`config.mk`:
```
export PLATFORM = sky130hd
export DESIGN_NAME = two_process_cpu_scheduler_core_flat
export DESIGN_NICKNAME = d
export VERILOG_FILES = /design/src/sv/tpcs_pkg.sv /design/src/sv/tpcs_if.sv /design/src/sv/tpcs_cfg.sv /design/src/sv/tpcs_step.sv /design/src/sv/two_process_cpu_scheduler_core.sv /design/src/flat_wrapper.sv
export SDC_FILE = /design/constraint.sdc
export NUM_CORES = 1
export LEC_CHECK = 0
export ABC_AREA = 0
export BUFFER_PORTS_ARGS = -buffer_cell sky130_fd_sc_hd__buf_2
export CORE_MARGIN = 2
export CORE_UTILIZATION = 54
export CTS_CLUSTER_SIZE = 28
export DETAILED_ROUTE_END_ITERATION = 12
export PLACE_DENSITY_LB_ADDON = 0.2
export SLEW_MARGIN = 15
export SYNTH_ARGS = -nofsm -noshare
export SYNTH_HDL_FRONTEND = slang
export SYNTH_SLANG_ARGS = --single-unit
```
`constraint.sdc`:
```
create_clock -name clk -period 5.2 [get_ports clk]
set_input_delay 0.26 -clock clk [delete_from_list [all_inputs] [get_ports clk]]
set_output_delay 0.26 -clock clk [all_outputs]
set_load 0.1 [all_outputs]
```
`src/sv/tpcs_pkg.sv`:
```
package tpcs_pkg;

	localparam int COUNT_BITS = 8;
	localparam int CFG_AW     = 5;
	localparam int CFG_DW     = 32;

	typedef logic [COUNT_BITS-1:0] cnt_t;
	typedef logic [1:0]            pstate_t;

	localparam pstate_t ST_READY   = 2'd0;
	localparam pstate_t ST_RUNNING = 2'd1;
	localparam pstate_t ST_WAITING = 2'd2;
	localparam pstate_t ST_DONE    = 2'd3;

	localparam logic [1:0] POL_FCFS = 2'd0;
	localparam logic [1:0] POL_SJF  = 2'd1;
	localparam logic [1:0] POL_PSJF = 2'd2;
	localparam logic [1:0] POL_RR   = 2'd3;

	localparam logic [2:0] REG_POLICY   = 3'd0;
	localparam logic [2:0] REG_QUANTUM  = 3'd1;
	localparam logic [2:0] REG_FIRST_A  = 3'd2;
	localparam logic [2:0] REG_IO_A     = 3'd3;
	localparam logic [2:0] REG_SECOND_A = 3'd4;
	localparam logic [2:0] REG_FIRST_B  = 3'd5;
	localparam logic [2:0] REG_IO_B     = 3'd6;
	localparam logic [2:0] REG_SECOND_B = 3'd7;

	typedef struct packed {
		logic [1:0] policy;
		logic [7:0] quantum;
		logic [7:0] first_a;
		logic [7:0] io_a;
		logic [7:0] second_a;
		logic [7:0] first_b;
		logic [7:0] io_b;
		logic [7:0] second_b;
	} cfg_t;

	typedef struct packed {
		pstate_t state_a;
		pstate_t state_b;
		cnt_t    cpu_a;
		cnt_t    cpu_b;
		cnt_t    io_a;
		cnt_t    io_b;
		cnt_t    slice;
	} sched_t;

endpackage

```
`src/sv/tpcs_if.sv`:
```
interface tpcs_req_if;
	logic valid;
	logic ready;
	logic restart;

	modport source (output valid, output restart, input ready);
	modport sink (input valid, input restart, output ready);
endinterface

interface tpcs_rsp_if;
	logic       valid;
	logic       ready;
	logic [1:0] proc_a_state;
	logic [1:0] proc_b_state;
	logic       finished;

	modport source (output valid, output proc_a_state, output proc_b_state,
		output finished, input ready);
	modport sink (input valid, input proc_a_state, input proc_b_state,
		input finished, output ready);
endinterface

```
`src/sv/tpcs_cfg.sv`:
```
module tpcs_cfg
	import tpcs_pkg::*;
(
	input  logic              clk,
	input  logic              arst_n,
	input  logic              psel,
	input  logic              penable,
	input  logic              pwrite,
	input  logic [CFG_AW-1:0] paddr,
	input  logic [CFG_DW-1:0] pwdata,
	output logic [CFG_DW-1:0] prdata,
	output logic              pready,
	output cfg_t              cfg
);

	cfg_t       cfg_q;
	logic [2:0] idx;
	logic       wr;

	assign idx    = paddr[CFG_AW-1:2];
	assign wr     = psel && penable && pwrite;
	assign pready = 1'b1;
	assign cfg    = cfg_q;

	always_ff @(posedge clk or negedge arst_n) begin
		if (!arst_n) begin
			cfg_q.policy   <= POL_FCFS;
			cfg_q.quantum  <= 8'd1;
			cfg_q.first_a  <= 8'd1;
			cfg_q.io_a     <= 8'd1;
			cfg_q.second_a <= 8'd1;
			cfg_q.first_b  <= 8'd1;
			cfg_q.io_b     <= 8'd1;
			cfg_q.second_b <= 8'd1;
		end else if (wr) begin
			case (idx)
				REG_POLICY:   cfg_q.policy   <= pwdata[1:0];
				REG_QUANTUM:  cfg_q.quantum  <= pwdata[7:0];
				REG_FIRST_A:  cfg_q.first_a  <= pwdata[7:0];
				REG_IO_A:     cfg_q.io_a     <= pwdata[7:0];
				REG_SECOND_A: cfg_q.second_a <= pwdata[7:0];
				REG_FIRST_B:  cfg_q.first_b  <= pwdata[7:0];
				REG_IO_B:     cfg_q.io_b     <= pwdata[7:0];
				REG_SECOND_B: cfg_q.second_b <= pwdata[7:0];
				default: ;
			endcase
		end
	end

	always_comb begin
		prdata = '0;
		case (idx)
			REG_POLICY:   prdata = CFG_DW'(cfg_q.policy);
			REG_QUANTUM:  prdata = CFG_DW'(cfg_q.quantum);
			REG_FIRST_A:  prdata = CFG_DW'(cfg_q.first_a);
			REG_IO_A:     prdata = CFG_DW'(cfg_q.io_a);
			REG_SECOND_A: prdata = CFG_DW'(cfg_q.second_a);
			REG_FIRST_B:  prdata = CFG_DW'(cfg_q.first_b);
			REG_IO_B:     prdata = CFG_DW'(cfg_q.io_b);
			REG_SECOND_B: prdata = CFG_DW'(cfg_q.second_b);
			default:      prdata = '0;
		endcase
	end

endmodule

```
`src/sv/tpcs_step.sv`:
```
module tpcs_step
	import tpcs_pkg::*;
(
	input  logic   restart,
	input  cfg_t   cfg,
	input  sched_t cur,
	output sched_t nxt
);

	function automatic cnt_t dec_sat(input cnt_t v);
		return (v == '0) ? v : v - cnt_t'(1);
	endfunction

	sched_t s;
	cnt_t   quant;

	assign quant = cnt_t'(cfg.quantum);

	always_comb begin
		s = cur;
		if (restart) begin
			s.state_a = ST_READY;
			s.state_b = ST_READY;
			s.cpu_a   = cnt_t'(cfg.first_a);
			s.cpu_b   = cnt_t'(cfg.first_b);
			s.io_a    = cnt_t'(cfg.io_a);
			s.io_b    = cnt_t'(cfg.io_b);
			s.slice   = quant;
		end

		// burst end, at most one per tick
		if (s.state_a == ST_RUNNING && s.cpu_a == '0) begin
			s.state_a = (s.io_a == '0) ? ST_DONE : ST_WAITING;
		end else if (s.state_b == ST_RUNNING && s.cpu_b == '0) begin
			s.state_b = (s.io_b == '0) ? ST_DONE : ST_WAITING;
		end

		// slice expiry
		if (cfg.policy == POL_RR) begin
			if (s.state_a == ST_RUNNING && s.slice == '0) begin
				s.state_a = ST_READY;
				if (s.state_b == ST_READY) begin
					s.state_b = ST_RUNNING;
					s.slice   = quant;
				end
			end
			if (s.state_b == ST_RUNNING && s.slice == '0) begin
				s.state_b = ST_READY;
				if (s.state_a == ST_READY) begin
					s.state_a = ST_RUNNING;
					s.slice   = quant;
				end
			end
		end

		// I/O return
		if (s.state_a == ST_WAITING && s.io_a == '0) begin
			s.state_a = ST_READY;
			s.cpu_a   = cnt_t'(cfg.second_a);
			if (cfg.policy == POL_PSJF && s.cpu_a < s.cpu_b) begin
				s.state_a = ST_RUNNING;
				s.state_b = ST_READY;
			end
		end
		if (s.state_b == ST_WAITING && s.io_b == '0) begin
			s.state_b = ST_READY;
			s.cpu_b   = cnt_t'(cfg.second_b);
			if (cfg.policy == POL_PSJF && s.cpu_a > s.cpu_b) begin
				s.state_b = ST_RUNNING;
				s.state_a = ST_READY;
			end
		end

		// dispatch, ties go to A
		if (s.state_a == ST_READY && s.state_b == ST_READY) begin
			if ((cfg.policy inside {POL_SJF, POL_PSJF}) && s.cpu_a > s.cpu_b) begin
				s.state_b = ST_RUNNING;
			end else begin
				s.state_a = ST_RUNNING;
			end
			s.slice = quant;
		end else if (s.state_a == ST_READY && s.state_b != ST_RUNNING) begin
			s.state_a = ST_RUNNING;
			s.slice   = quant;
		end else if (s.state_b == ST_READY && s.state_a != ST_RUNNING) begin
			s.state_b = ST_RUNNING;
			s.slice   = quant;
		end

		// count down
		s.slice = dec_sat(s.slice);
		if (s.state_a == ST_RUNNING) begin
			s.cpu_a = dec_sat(s.cpu_a);
		end
		if (s.state_a == ST_WAITING) begin
			s.io_a = dec_sat(s.io_a);
		end
		if (s.state_b == ST_RUNNING) begin
			s.cpu_b = dec_sat(s.cpu_b);
		end
		if (s.state_b == ST_WAITING) begin
			s.io_b = dec_sat(s.io_b);
		end

		nxt = s;
	end

endmodule

```
`src/sv/two_process_cpu_scheduler_core.sv`:
```
// Two-process tick scheduler. Each accepted request on req is one tick; the
// tick applies burst end, round-robin slice expiry, I/O return, dispatch and
// countdown in that order and returns both process states and a finished flag
// on rsp. One tick per cycle: the next state is computed in one pass from the
// state registers, and a single output register holds the response, so a new
// request is taken whenever that register is empty or being drained. The
// response is valid in the cycle after its request is accepted. Policy,
// quantum and burst lengths are programmed over the APB port (register i at
// byte address 4*i) and loaded into the counters when a tick carries restart.
module two_process_cpu_scheduler_core
	import tpcs_pkg::*;
(
	input  logic              clk,
	input  logic              arst_n,
	tpcs_req_if.sink          req,
	tpcs_rsp_if.source        rsp,
	input  logic              psel,
	input  logic              penable,
	input  logic              pwrite,
	input  logic [CFG_AW-1:0] paddr,
	input  logic [CFG_DW-1:0] pwdata,
	output logic [CFG_DW-1:0] prdata,
	output logic              pready
);

	cfg_t    cfg;
	sched_t  st_q;
	sched_t  nxt;
	logic    out_valid_q;
	pstate_t out_a_q;
	pstate_t out_b_q;
	logic    out_fin_q;
	logic    accept;

	tpcs_cfg u_cfg (
		.clk     (clk),
		.arst_n  (arst_n),
		.psel    (psel),
		.penable (penable),
		.pwrite  (pwrite),
		.paddr   (paddr),
		.pwdata  (pwdata),
		.prdata  (prdata),
		.pready  (pready),
		.cfg     (cfg)
	);

	tpcs_step u_step (
		.restart (req.restart),
		.cfg     (cfg),
		.cur     (st_q),
		.nxt     (nxt)
	);

	assign req.ready = !out_valid_q || rsp.ready;
	assign accept    = req.valid && req.ready;

	always_ff @(posedge clk or negedge arst_n) begin
		if (!arst_n) begin
			st_q.state_a <= ST_DONE;
			st_q.state_b <= ST_DONE;
			st_q.cpu_a   <= '0;
			st_q.cpu_b   <= '0;
			st_q.io_a    <= '0;
			st_q.io_b    <= '0;
			st_q.slice   <= '0;
			out_valid_q  <= 1'b0;
		end else begin
			if (accept) begin
				st_q        <= nxt;
				out_valid_q <= 1'b1;
			end else if (rsp.ready) begin
				out_valid_q <= 1'b0;
			end
		end
	end

	always_ff @(posedge clk) begin
		if (accept) begin
			out_a_q   <= nxt.state_a;
			out_b_q   <= nxt.state_b;
			out_fin_q <= (nxt.state_a == ST_DONE) && (nxt.state_b == ST_DONE);
		end
	end

	assign rsp.valid        = out_valid_q;
	assign rsp.proc_a_state = out_a_q;
	assign rsp.proc_b_state = out_b_q;
	assign rsp.finished     = out_fin_q;

`ifndef ASSERT_OFF
	a_one_running: assert property (@(posedge clk) disable iff (!arst_n)
		!(st_q.state_a == ST_RUNNING && st_q.state_b == ST_RUNNING))
		else $error("both processes running");

	a_fin_match: assert property (@(posedge clk) disable iff (!arst_n)
		rsp.valid |-> (rsp.finished ==
		(rsp.proc_a_state == ST_DONE && rsp.proc_b_state == ST_DONE)))
		else $error("finished flag disagrees with states");

	a_no_overrun: assert property (@(posedge clk) disable iff (!arst_n)
		(rsp.valid && !rsp.ready) |-> !req.ready)
		else $error("request taken over a stalled response");

	a_resp_follows: assert property (@(posedge clk) disable iff (!arst_n)
		accept |=> (rsp.valid && st_q == $past(nxt)))
		else $error("accepted request gave no response");
`endif

endmodule

```
`src/flat_wrapper.sv`:
```
// flat-port wrapper written by rule: the top's interface ports become plain ports
module two_process_cpu_scheduler_core_flat import tpcs_pkg::*;
  (clk, arst_n, psel, penable, pwrite, paddr, pwdata, prdata, pready, req_valid, req_restart, req_ready, rsp_valid, rsp_proc_a_state, rsp_proc_b_state, rsp_finished, rsp_ready);
  tpcs_req_if req_i ();
  tpcs_rsp_if rsp_i ();
  input  logic clk;
  input  logic arst_n;
  input  logic psel;
  input  logic penable;
  input  logic pwrite;
  input  logic [CFG_AW-1:0] paddr;
  input  logic [CFG_DW-1:0] pwdata;
  output logic [CFG_DW-1:0] prdata;
  output logic pready;
  input wire logic [$bits(req_i.valid)-1:0] req_valid;
  input wire logic [$bits(req_i.restart)-1:0] req_restart;
  output wire logic [$bits(req_i.ready)-1:0] req_ready;
  output wire logic [$bits(rsp_i.valid)-1:0] rsp_valid;
  output wire logic [$bits(rsp_i.proc_a_state)-1:0] rsp_proc_a_state;
  output wire logic [$bits(rsp_i.proc_b_state)-1:0] rsp_proc_b_state;
  output wire logic [$bits(rsp_i.finished)-1:0] rsp_finished;
  input wire logic [$bits(rsp_i.ready)-1:0] rsp_ready;
  assign req_i.valid = req_valid;
  assign req_i.restart = req_restart;
  assign req_ready = req_i.ready;
  assign rsp_valid = rsp_i.valid;
  assign rsp_proc_a_state = rsp_i.proc_a_state;
  assign rsp_proc_b_state = rsp_i.proc_b_state;
  assign rsp_finished = rsp_i.finished;
  assign rsp_i.ready = rsp_ready;
  two_process_cpu_scheduler_core u_core (.clk(clk), .arst_n(arst_n), .req(req_i), .rsp(rsp_i), .psel(psel), .penable(penable), .pwrite(pwrite), .paddr(paddr), .pwdata(pwdata), .prdata(prdata), .pready(pready));
endmodule
```
* After elaboration in Yosys (flattened, before gate mapping)
Cells that the tools add are included.
** Word-level totals
- Flip-flop bits (word level) :: 108
- Word-level logic and storage cells :: 137
- Output and inout bits :: 40
- Input bits :: 45
** Operators by class
- Reductions and logical operators :: 42
- Eq/ne operators :: 24
- Muxes and demuxes :: 44
- $add $sub $neg :: 5
- $lt $le $gt $ge :: 3
** Operator list (count)
- $pmux W32 S8 :: 1
- $mux W8 :: 19
- $logic_not A8 Y1 :: 9
- $mux W44 :: 1
- $sub A8 B1 Y8 const B :: 5
- $mux W4 :: 7
- $mux W2 :: 10
- $eq A2 B2 Y1 const B :: 8
- $gt A8 B8 Y1 :: 2
- $logic_and A1 B1 Y1 :: 16
- $reduce_and A2 Y1 :: 8
- $eq A2 B1 Y1 const B :: 7
- $eq A3 B3 Y1 const B :: 4
- $mux W12 :: 1
- $logic_not A2 Y1 :: 4
- $lt A8 B8 Y1 :: 1
- $eq A3 B2 Y1 const B :: 2
- $mux W1 :: 4
- $ne A2 B1 Y1 const B :: 2
- $reduce_bool A2 Y1 :: 2
- $eq A3 B1 Y1 const B :: 1
- $logic_not A3 Y1 :: 1
- $mux W3 :: 1
- $logic_not A1 Y1 :: 1
- $logic_or A1 B1 Y1 :: 1

* Longest topological paths before layout
Gate-level depths: netlist of the first run.
- Depth in word-level cells :: 27
- Depth in mapped cells :: 29
- Mapped depth without buffers :: 23

* Hierarchy
From an unflattened synthesis of the first run, not the netlist that was laid out.
** Unflattened totals
- Cell total of the unflattened synthesis :: 726
- Area, all modules :: 7946.4 um^2
** Modules (own cells, without submodules)
- tpcs_step :: cells each 409, area each 2976.6 um^2, seq. area each 0.0 um^2, times used 1
- tpcs_cfg :: cells each 214, area each 2957.8 um^2, seq. area each 1460.2 um^2, times used 1
- two_process_cpu_scheduler_core :: cells each 103, area each 2011.9 um^2, seq. area each 1281.2 um^2, times used 1

* Least setup slack after synthesis of the first run
OpenSTA, ideal clock, no wires.
- Path kind :: in2reg
- Start point :: in req_restart
- End point :: reg u_core.st_q[1] in the netlist's numbering
- Path buffers :: 8
- Stages :: 28
- Setup slack :: -1453 ps
- Library setup time :: 76 ps
- Data arrival time :: 6577 ps
- Required time :: 5124 ps
- Cells stage by stage :: buf_6 -> buf_12 -> clkbuf_1 -> clkbuf_1 -> clkbuf_1 -> mux2i_1 -> ha_1 -> o211ai_1 -> or2_2 -> clkbuf_1 -> clkbuf_1 -> o21ai_0 -> inv_1 -> ha_1 -> nor2b_1 -> o211ai_1 -> a21oi_1 -> o311ai_0 -> a211oi_1 -> a211oi_4 -> or2_2 -> clkbuf_1 -> a22oi_1 -> ha_1 -> and3_1 -> nand4_2 -> mux2_1 -> o21ai_1
** Between the ends
- Word-level cells in the longest chain between the ends :: 27
- Elaborated cells on any way between the ends :: 59
- Those cells by class :: add/sub (1); order compare (2); eq/ne (8); mux (26); reduce/logical (22)
** RTL lines
- from (decl) :: line flat_wrapper.sv:16 : input wire logic [$bits(req_i.restart)-1:0] req_restart;
- $mux W44 (*) :: line tpcs_step.sv:21 : if (restart) begin
- $logic_not A8 Y1, or another cell as far along :: line tpcs_step.sv:35, tpcs_step.sv:65
- $mux W1 / $logic_and A1 B1 Y1 (equally long branches) :: line tpcs_step.sv:35, tpcs_step.sv:34
- $mux W2 :: line tpcs_step.sv:34 : end else if (s.state_b == ST_RUNNING && s.cpu_b == '0) begin
- $mux W2 :: line tpcs_step.sv:32 : if (s.state_a == ST_RUNNING && s.cpu_a == '0) begin
- $logic_not A2 Y1 :: line tpcs_step.sv:42 : if (s.state_b == ST_READY) begin
- $mux W8 / $mux W2 (equally long branches) :: line tpcs_step.sv:42
- $mux W8 / $mux W4 (equally long branches) :: line tpcs_step.sv:40 : if (s.state_a == ST_RUNNING && s.slice == '0) begin
- [... 11 more ...]
- $mux W4 :: line tpcs_step.sv:65 : if (s.state_b == ST_WAITING && s.io_b == '0) begin
- $ne A2 B1 Y1 / $logic_not A2 Y1 (equally long branches) :: line tpcs_step.sv:85, tpcs_step.sv:75
- $logic_and A1 B1 Y1 :: line tpcs_step.sv:85 : end else if (s.state_b == ST_READY && s.state_a != ST_RUNNING) begin
- $mux W8 :: line tpcs_step.sv:85
- $mux W8 :: line tpcs_step.sv:82 : end else if (s.state_a == ST_READY && s.state_b != ST_RUNNING) begin
- $mux W8 (*) :: line tpcs_step.sv:75 : if (s.state_a == ST_READY && s.state_b == ST_READY) begin
- $sub A8 B1 Y8 / $logic_not A8 Y1 (equally long branches) :: line tpcs_step.sv:11 : return (v == '0) ? v : v - cnt_t'(1);
- $mux W8 (*) :: line tpcs_step.sv:11
- to (signal assigned) :: line two_process_cpu_scheduler_core.sv:70 : st_q <= nxt;
- to (decl) :: line two_process_cpu_scheduler_core.sv:27 : sched_t st_q;
Mark *: on every way between the ends. The rest lies on a longest branch, timed or not. The select of a mux whose other input is x is not followed.
A chain may end at the register's enable or synchronous reset.

* Worst setup path after layout of the first run
- Start point :: reg u_core.st_q[42] in the netlist's numbering
- End point :: reg u_core.st_q[29] in the netlist's numbering
** Between the ends
- Word-level cells in the longest chain between the ends :: 26
- Elaborated cells on any way between the ends :: 50
- Those cells by class :: add/sub (1); order compare (2); eq/ne (8); mux (23); reduce/logical (16)
** RTL lines
- $mux W44 (*) :: line tpcs_step.sv:21
- $eq A2 B1 Y1 :: line tpcs_step.sv:32
- $logic_and A1 B1 Y1 :: line tpcs_step.sv:32
- $mux W2 :: line tpcs_step.sv:32
- $logic_not A2 Y1 / $eq A2 B1 Y1 (equally long branches) :: line tpcs_step.sv:42, tpcs_step.sv:40
- $mux W8, or another cell as far along :: line tpcs_step.sv:42
- $mux W8 / $mux W4 (equally long branches) :: line tpcs_step.sv:40
- $mux W8 / $mux W4 (equally long branches) :: line tpcs_step.sv:39 : if (cfg.policy == POL_RR) begin
- [... 10 more ...]
- $mux W4 :: line tpcs_step.sv:65
- $ne A2 B1 Y1 / $logic_not A2 Y1 (equally long branches) :: line tpcs_step.sv:85, tpcs_step.sv:75
- $logic_and A1 B1 Y1 :: line tpcs_step.sv:85
- $mux W2 :: line tpcs_step.sv:85
- $mux W2 :: line tpcs_step.sv:82
- $mux W4 :: line tpcs_step.sv:75
- $eq A2 B1 Y1 :: line tpcs_step.sv:98 : if (s.state_b == ST_RUNNING) begin
- $mux W8 (*) :: line tpcs_step.sv:98
Marked as above.

==> out/summary.md, run 1 <==
The floorplan has 43 rows. The first global-routing pass estimated 35.3 mm of wire. Counting instances in the post-synthesis netlist gives the leading cell types as 92 x dfrtp_1, 72 x nand2_1, 69 x mux2_2. Headroom to the max-slew limit came out at 29.1%. In this run, the number of DRC markers left after iteration 0 of detailed routing was 549. The most critical setup path has its endpoint at u_core.st_q[29]. In this run the static leakage power is 4.07 nW. For this run, the post-layout net count is 990.

The tools report the fraction of the yosys area taken by sequential cells as 36.1%. STA puts the critical path data arrival time at 5160 ps. Once detailed placement completed, the half-perimeter wirelength came to 16.4 mm.

Dividing the final minimum period by the clock period gives 95.5%. In this run, synthesis inferred 5 flip-flops with an integrated enable. The worst register-to-register path begins at u_core.st_q[42]. The final antenna-violating net count was 0.

The tools report the highest clock rate as 201 MHz. The worst hold path belongs to the class input port to flop. The count of final setup violators came out at 0.

The tools report the startpoint of the tightest hold check path as req_valid. The total count of hold-check failures in the final report came out at 0. The average vias per placed instance is 6.13, and the number of global-route vias before repair is 6601.

The largest fanout on the critical path works out to 8. In the synthesized netlist the dominant register cell turns out to be dfrtp_1. Compared with the post-synthesis result, the final layout area differs by 19.9%. In this run the horizontal extent of the chip is 123 µm. The worst path in the final design needs a cycle of 4970 ps, including I/O delays and setup. Of the cells placed in the final design, the portion with a size suffix greater than 1 is 34.0%. For this design the top-level I/O count stands at 85.

The clock input transition at the sequential cells of the worst setup and hold paths was 80 ps. In the final routed layout, each cell accounts on average for 20.2 µm. The antenna diode count was 0.

The flow ran to the end, and the final reports show no timing, DRC or antenna violations. Once routing completed, OpenROAD measured the worst setup slack at 233 ps. Number of port buffers: 33. The run gives 0.245 mV as the largest voltage drop on the vdd net. The number of max-cap violations is 0, and the depth of the worst register-to-register path is 21. Share of the synthesized area in the top cell type: 30.4%.

Count of unresolved DRC violations after routing: 0. In this run the deepest clock path goes through 2 buffers. Synthesis produced 786 cells. After detailed routing, the total wire length is 22.1 mm.

The placeable core region was 0.0138 mm². The cell type with the highest aggregate area in the netlist is dfrtp_1. After synthesis, the mean cell area works out to 9.65 µm². For the total power, the log shows 3.96 mW. The die is 123 µm tall.

The cell with the most instances after synthesis was dfrtp_1. The tools report the initial core utilization as 55.1%. For this design the ratio of total power to cell area is 435 mW/mm². The logs give 6713 for the vias after detailed routing and 66 for the maximum number of pins on one net before global-route repair.

The logs give -231 ps for the post-placement setup slack and 5 for the number of detailed-route iterations in the first pass. The reg-to-reg endpoint was u_core.st_q[29]. The number of buffers inserted during clock tree synthesis came out at 9. Global routing used 30.9% of the available tracks across all layers. The H-tree was split into 3 levels. Ranked by total cell area, the synthesized netlist is headed by dfrtp_1 30%, mux2_2 10%, ha_1 5.8%. Cell chosen for the clock root: clkbuf_16. The synthesized netlist contains 87 unique library cells. The run gives 230 ps as the register-to-register path setup slack. The run gives 1 as the initial antenna violation count.

The worst setup path is launched from a flop. The worst setup path is captured at a flop. Hold is met by 116 ps. The transition time at the pin with the least slew margin was 1060 ps; the share of flip-flops with an asynchronous set or reset was 95.4%. STA puts the critical path data required time at 5390 ps.

For the number of fillers in the final layout, the log shows 1110. For the synthesis warning total, the log shows 0. Clock tree synthesis found a total of 108 sinks. TritonCTS built the clock tree. The class of the most critical setup path was flop to flop. The flip-flop and latch count after synthesis was 108. The critical path starts at u_core.st_q[42]. For the die footprint, the log shows 0.0150 mm². Between clock sinks in the finished design, the worst skew comes to 14.4 ps.

The logs give 0.00758 mm² for the post-synth design cell area and 370 ps for the clock insertion delay at the later pin of the skew report. The total overflow left after global routing is 0. For the number of max-slew violations in the final report, the log shows 0. The tools report the final weighted congestion in routability-driven placement as 0.909.
## metal layers
metal	up-vias	wire length, µm	track usage, %
met5	-	11	0
li1	3108	-	-
met4	2	730	12.1
met2	276	10800	50.8
met3	52	1380	6.64
met1	3275	9250	39.8
## sequential cells by signal (all words and copies together) (netlist names)
signal                   count
u_core.rsp.proc_a_state      2
u_core.rsp.valid             1
u_core.u_cfg.cfg            58
u_core.st_q                 44
u_core.rsp.proc_b_state      2
u_core.rsp.finished          1
## final cells by class
cell class / instances / area (µm²) / area share (%)
Clock buffer: 11 / 243 / 2.67
Clock inverter: 5 / 53.8 / 0.591
Inverter: 31 / 116 / 1.28
Multi-Input combinational cell: 611 / 4660 / 51.2
Sequential cell: 108 / 2740 / 30.1
Tap cell: 180 / 225 / 2.48
Timing Repair Buffer: 149 / 1060 / 11.6
## placed cells by master (no fill, tap or decap), drive strengths merged, types with 13 or more instances in the layout
cell   instances
mux2          70
dfrtp         92
conb          25
nand4         13
inv           34
nor2          60
nor3          21
ha            35
nand2         72
buf          148
a21oi         37
o21ai         61
mux2i         27
## repair_timing
item / CTS / global route
endpoints found under the setup margin: 1 / 23
resized for setup: 0 / 30
hold buffers: 1 / 0
pin swaps: 1 / 13
endpoints found under the hold margin: 33 / 0
setup buffers: 0 / 5
## power by group
| group | internal (mW) | switching (mW) | leakage, nW |
|---|---|---|---|
| logic | 0.865 | 1.07 | 2.62 |
| clock network | 0.351 | 0.347 | 0.145 |
| registers | 1.08 | 0.253 | 1.31 |
## cells by family (layout without fill, tap and decap cells)
logic type | count (synthesis) | in the layout | synth area share (%)
and+or+nand+nor | 240 | 240 | 16.3
AOI/OAI and AO/OA | 190 | 190 | 17.4
DFF | 108 | 108 | 36.1
muxes | 105 | 105 | 16.3
buffers and inverters | 90 | 196 | 6.09
adders and majority gates | 35 | 35 | 5.77
xor gates and xnor gates | 16 | 16 | 1.85
other | 2 | 25 | 0.0990
## critical path, stage by stage, from the launching register on
cell and delay, ps:
dfstp_2 560, or3b_1 450, nor2_1 200, o21ai_2 140, a32oi_2 310, a311oi_4 80
a211oi_2 260, buf_6 180, buf_4 150, mux2i_1 340, ha_1 310, and4_1 220
a221oi_2 310, buf_4 170, o211ai_1 120, a31oi_2 330, buf_4 180, buf_4 100
nand2_1 40, nor2_1 130, buf_4 150, a211oi_1 50
## how the worst min path moves through the flow
stage / end / slack (ps) / cells after the start
after CTS: u_core.rsp.valid / 110 / 2
final: u_core.rsp.valid / 120 / 2
after detailed placement: u_core.st_q[34] / 300 / 1
after global placement: u_core.st_q[39] / 290 / 1
after floorplan: u_core.rsp.valid / -40 / 0
after global routing: u_core.rsp.valid / 130 / 2
## through the flow
stage | setup TNS (ps) | cell area [µm²] | util [%] | cells
finish | 0 | 9100 | 66.1 | 1095
CTS | 0 | 8930 | 64.9 | 1090
detailed placement | -1830 | 8630 | 62.6 | 1073
global route | -0.619 | 9100 | 66.1 | 1095
global placement | -363 | 8630 | 62.6 | 1073
floorplan | -6.85 | 7840 | - | 809
(Power assumes the default switching activity.)
==> inputs of run 2 (changes only) <==
CORE_ASPECT_RATIO = 0.6   (was not set)
REMOVE_ABC_BUFFERS = 1   (was not set)
==> run 2 against run 1 <==
Effect of this change:
- sequential power is essentially flat
- utilization grew 1.4 points
- final cell count grew 2.1%
- non-clock buffer count grew 11
- flip-flop and latch count is the same
- sequential share of layout area shrank 0.41 points
- global-route usage grew 0.88 points
- critical path type unchanged
==> out/summary.md, run 2 (synthesis results as in run 1) <==
The run finished with clean final reports. By startpoint and endpoint, the worst setup path is classified as flop to flop. Buffer and inverter count on the worst path: 7.

The number of max-slew violations in the final report was 0. The die is 95.8 µm tall. The tool flagged a number of max-cap violations equal to 0.

Initial antenna violation count: 0. The min-delay analysis places its worst path in the category input port to flop. Overall track demand over capacity in global routing: 31.8%. Dividing total power by cell area gives a power density of 444 mW/mm². 0 antenna diodes ended up in the layout. The number of global-route vias before repair is 6398. STA classifies the critical path endpoint as a flop.

In the final design database the tool counted 1001 nets. The path with the worst hold slack has its endpoint at u_core.rsp.valid. Setup violations remaining at the end of the flow were counted as 0. For this run, the slowest stage of the critical path takes 420 ps. Static timing analysis puts the maximum clock frequency at 199 MHz. In the final timing run, aggregate negative setup slack is 0 ps.

The initial utilization of the core area, before any placement, comes to 55.5%. Counting along the longest clock path gives a buffer depth of 2. The sum of overflow across all layers after global routing came out at 0.

Measured in cells, the most critical reg-to-reg path has a length of 26. For the number of buffers inserted during clock tree synthesis, the log shows 9. The tree is rooted in a clkbuf_16. In this run the count of I/O pins placed on the die edge is 85. Startpoint class of the critical path: a flop. Across the VDD grid, the largest voltage drop is 0.225 mV. TritonCTS built the clock tree. In the layout the commonest cells are 126 x buf_4, 92 x dfrtp_1, 71 x nand2_1. The die is 157 µm wide.

Critical path's slowest cell: dfrtp_1. The routed layout has 6889 vias. The count of nets left with antenna violations once routing finished came out at 0. The startpoint identified for the worst hold timing path is req_valid.

After detailed routing, the total wire length is 23.5 mm. After routing the design area is 0.00922 mm². The clock input transition at the sequential cells of the worst setup and hold paths came out at 80 ps.

The final weighted congestion in routability-driven placement was 1.01. Cells fill 67.5% of the core in the end. The tools report the total count of hold-check failures in the final report as 0.

The final critical path takes up 96.4% of the cycle. The placed instances occupy a cell area of 0.00860 mm². The initialized floorplan defines 33 standard-cell rows.

The first detailed-routing pass ran for 5 iterations. The share of post-route cells with drive strength above 1 works out to 34.6%. In the final routed layout, each cell accounts on average for 21.1 µm. The average vias per placed instance was 6.16. The data required time at the worst endpoint was 5470 ps. Cell count of the worst hold path: 2. Along the worst path, the maximum fanout reaches 5. Summed over all cells, the static leakage comes to 4.16 nW. For the count of unresolved DRC violations after routing, the log shows 0.

The first global-routing pass estimated 35.6 mm of wire. In this run the tool buffered the top-level ports with 33 buffer cells. The die covers 0.0150 mm².

The most common library cell in the layout ignoring fill and taps was buf_4. From synthesis to final layout, the design area changed by 21.6%. Power comes to 4.09 mW. The HPWL after detailed placement is 17.8 mm, and the transition time at the pin with the least slew margin is 921 ps. Fill cells in the final layout number 1071.

At the later pin of the worst-skew pair, clock insertion delay measures 360 ps. Initial DRC count: 616. The maximum number of pins on one net before global-route repair was 72. The family of cells with the greatest summed delay on the critical path was compound AO/OA/AOI/OAI gates. The register-to-register path setup slack is 180 ps, and the H-tree depth is 3. The shortest period the worst path allows is 5020 ps.

The tree built by TritonCTS fans out to 108 sinks. The tools report the reg-to-reg endpoint as u_core.st_q[27]. The register with the most flip-flops in the layout has 58 of them.

STA puts the critical path data arrival time at 5280 ps. The cell that appears most often on the critical path is buf_4. The core region is 0.0137 mm². The logs give 13.3 ps for the final setup skew and 38.6% for the relative slew slack.

Reg-to-reg critical path startpoint: u_core.u_cfg.cfg[23].
run 2: worst max path at each step:
stage | from | endpoint | slack, ps | cells past startpoint
global route | u_core.st_q[31] | u_core.st_q[31] | -9 | 26
global placement | req_restart | u_core.st_q[1] | -490 | 25
CTS | u_core.u_cfg.cfg[19] | u_core.st_q[31] | 20 | 25
floorplan | u_core.st_q[32] | u_core.st_q[31] | -310 | 19
finish | u_core.u_cfg.cfg[23] | u_core.st_q[27] | 180 | 26
detailed placement | req_restart | u_core.st_q[1] | -600 | 24
run 2: final cells by class:
class / instances / area [µm²] / share of cell area, %
multi-input cells: 611 / 4670 / 50.6
flip-flops and latches: 108 / 2740 / 29.7
repair buffers: 160 / 1130 / 12.3
well taps: 192 / 240 / 2.60
clock buffers: 9 / 225 / 2.44
inverters: 31 / 120 / 1.30
clock inverters: 7 / 97.6 / 1.06
run 2: layer usage:
metal / global-route usage [%] / routed length [µm] / up-vias / share of wire [%]
met5: 0 / 0 / - / 0
met4: 6.96 / 400 / 0 / 1.7
met3: 9.82 / 2710 / 44 / 12
met2: 45.4 / 9780 / 347 / 42
met1: 47.0 / 10700 / 3382 / 45
li1: - / - / 3116 / -
run 2: worst reg2reg max path, stage by stage (launching register included):
cell      delay (ps)
dfrtp_1          420
mux2i_1          210
ha_1             310
a211oi_2         320
buf_4            170
nor3b_4          170
and2_4           190
a311oi_4          40
a211oi_2         220
buf_4            180
buf_4            140
mux2i_4          230
inv_2             80
ha_1             180
nor2b_1          110
o21a_1           150
o21a_1           140
o21ai_1           70
a221oi_2         240
buf_4            170
o211ai_1         100
a31oi_1          190
buf_4            190
nand4_1          190
buf_4            190
xnor2_1          110
a211oi_1         220
run 2: stage by stage:
step,hold slack (ps),worst slack [ps],instances
global route,134,-9.49,1118
global placement,236,-488,1089
CTS,109,23.2,1106
finish,118,185,1118
floorplan,-35.6,-314,750
detailed placement,237,-598,1089
run 2: where the power goes:
part	switching (mW)	total [mW]	internal [mW]
combinational	1.12	2.01	0.885
sequential	0.267	1.34	1.07
clock	0.354	0.740	0.387
total	1.74	4.09	2.35
run 2: what timing repair did:
item | in CTS | in global routing
buffers inserted | 0 | 12
pin swaps | 0 | 13
hold endpoints to repair | 27 | 0
gates resized for setup | 5 | 39
hold buffers | 1 | 0
endpoints found under the setup margin | 10 | 24
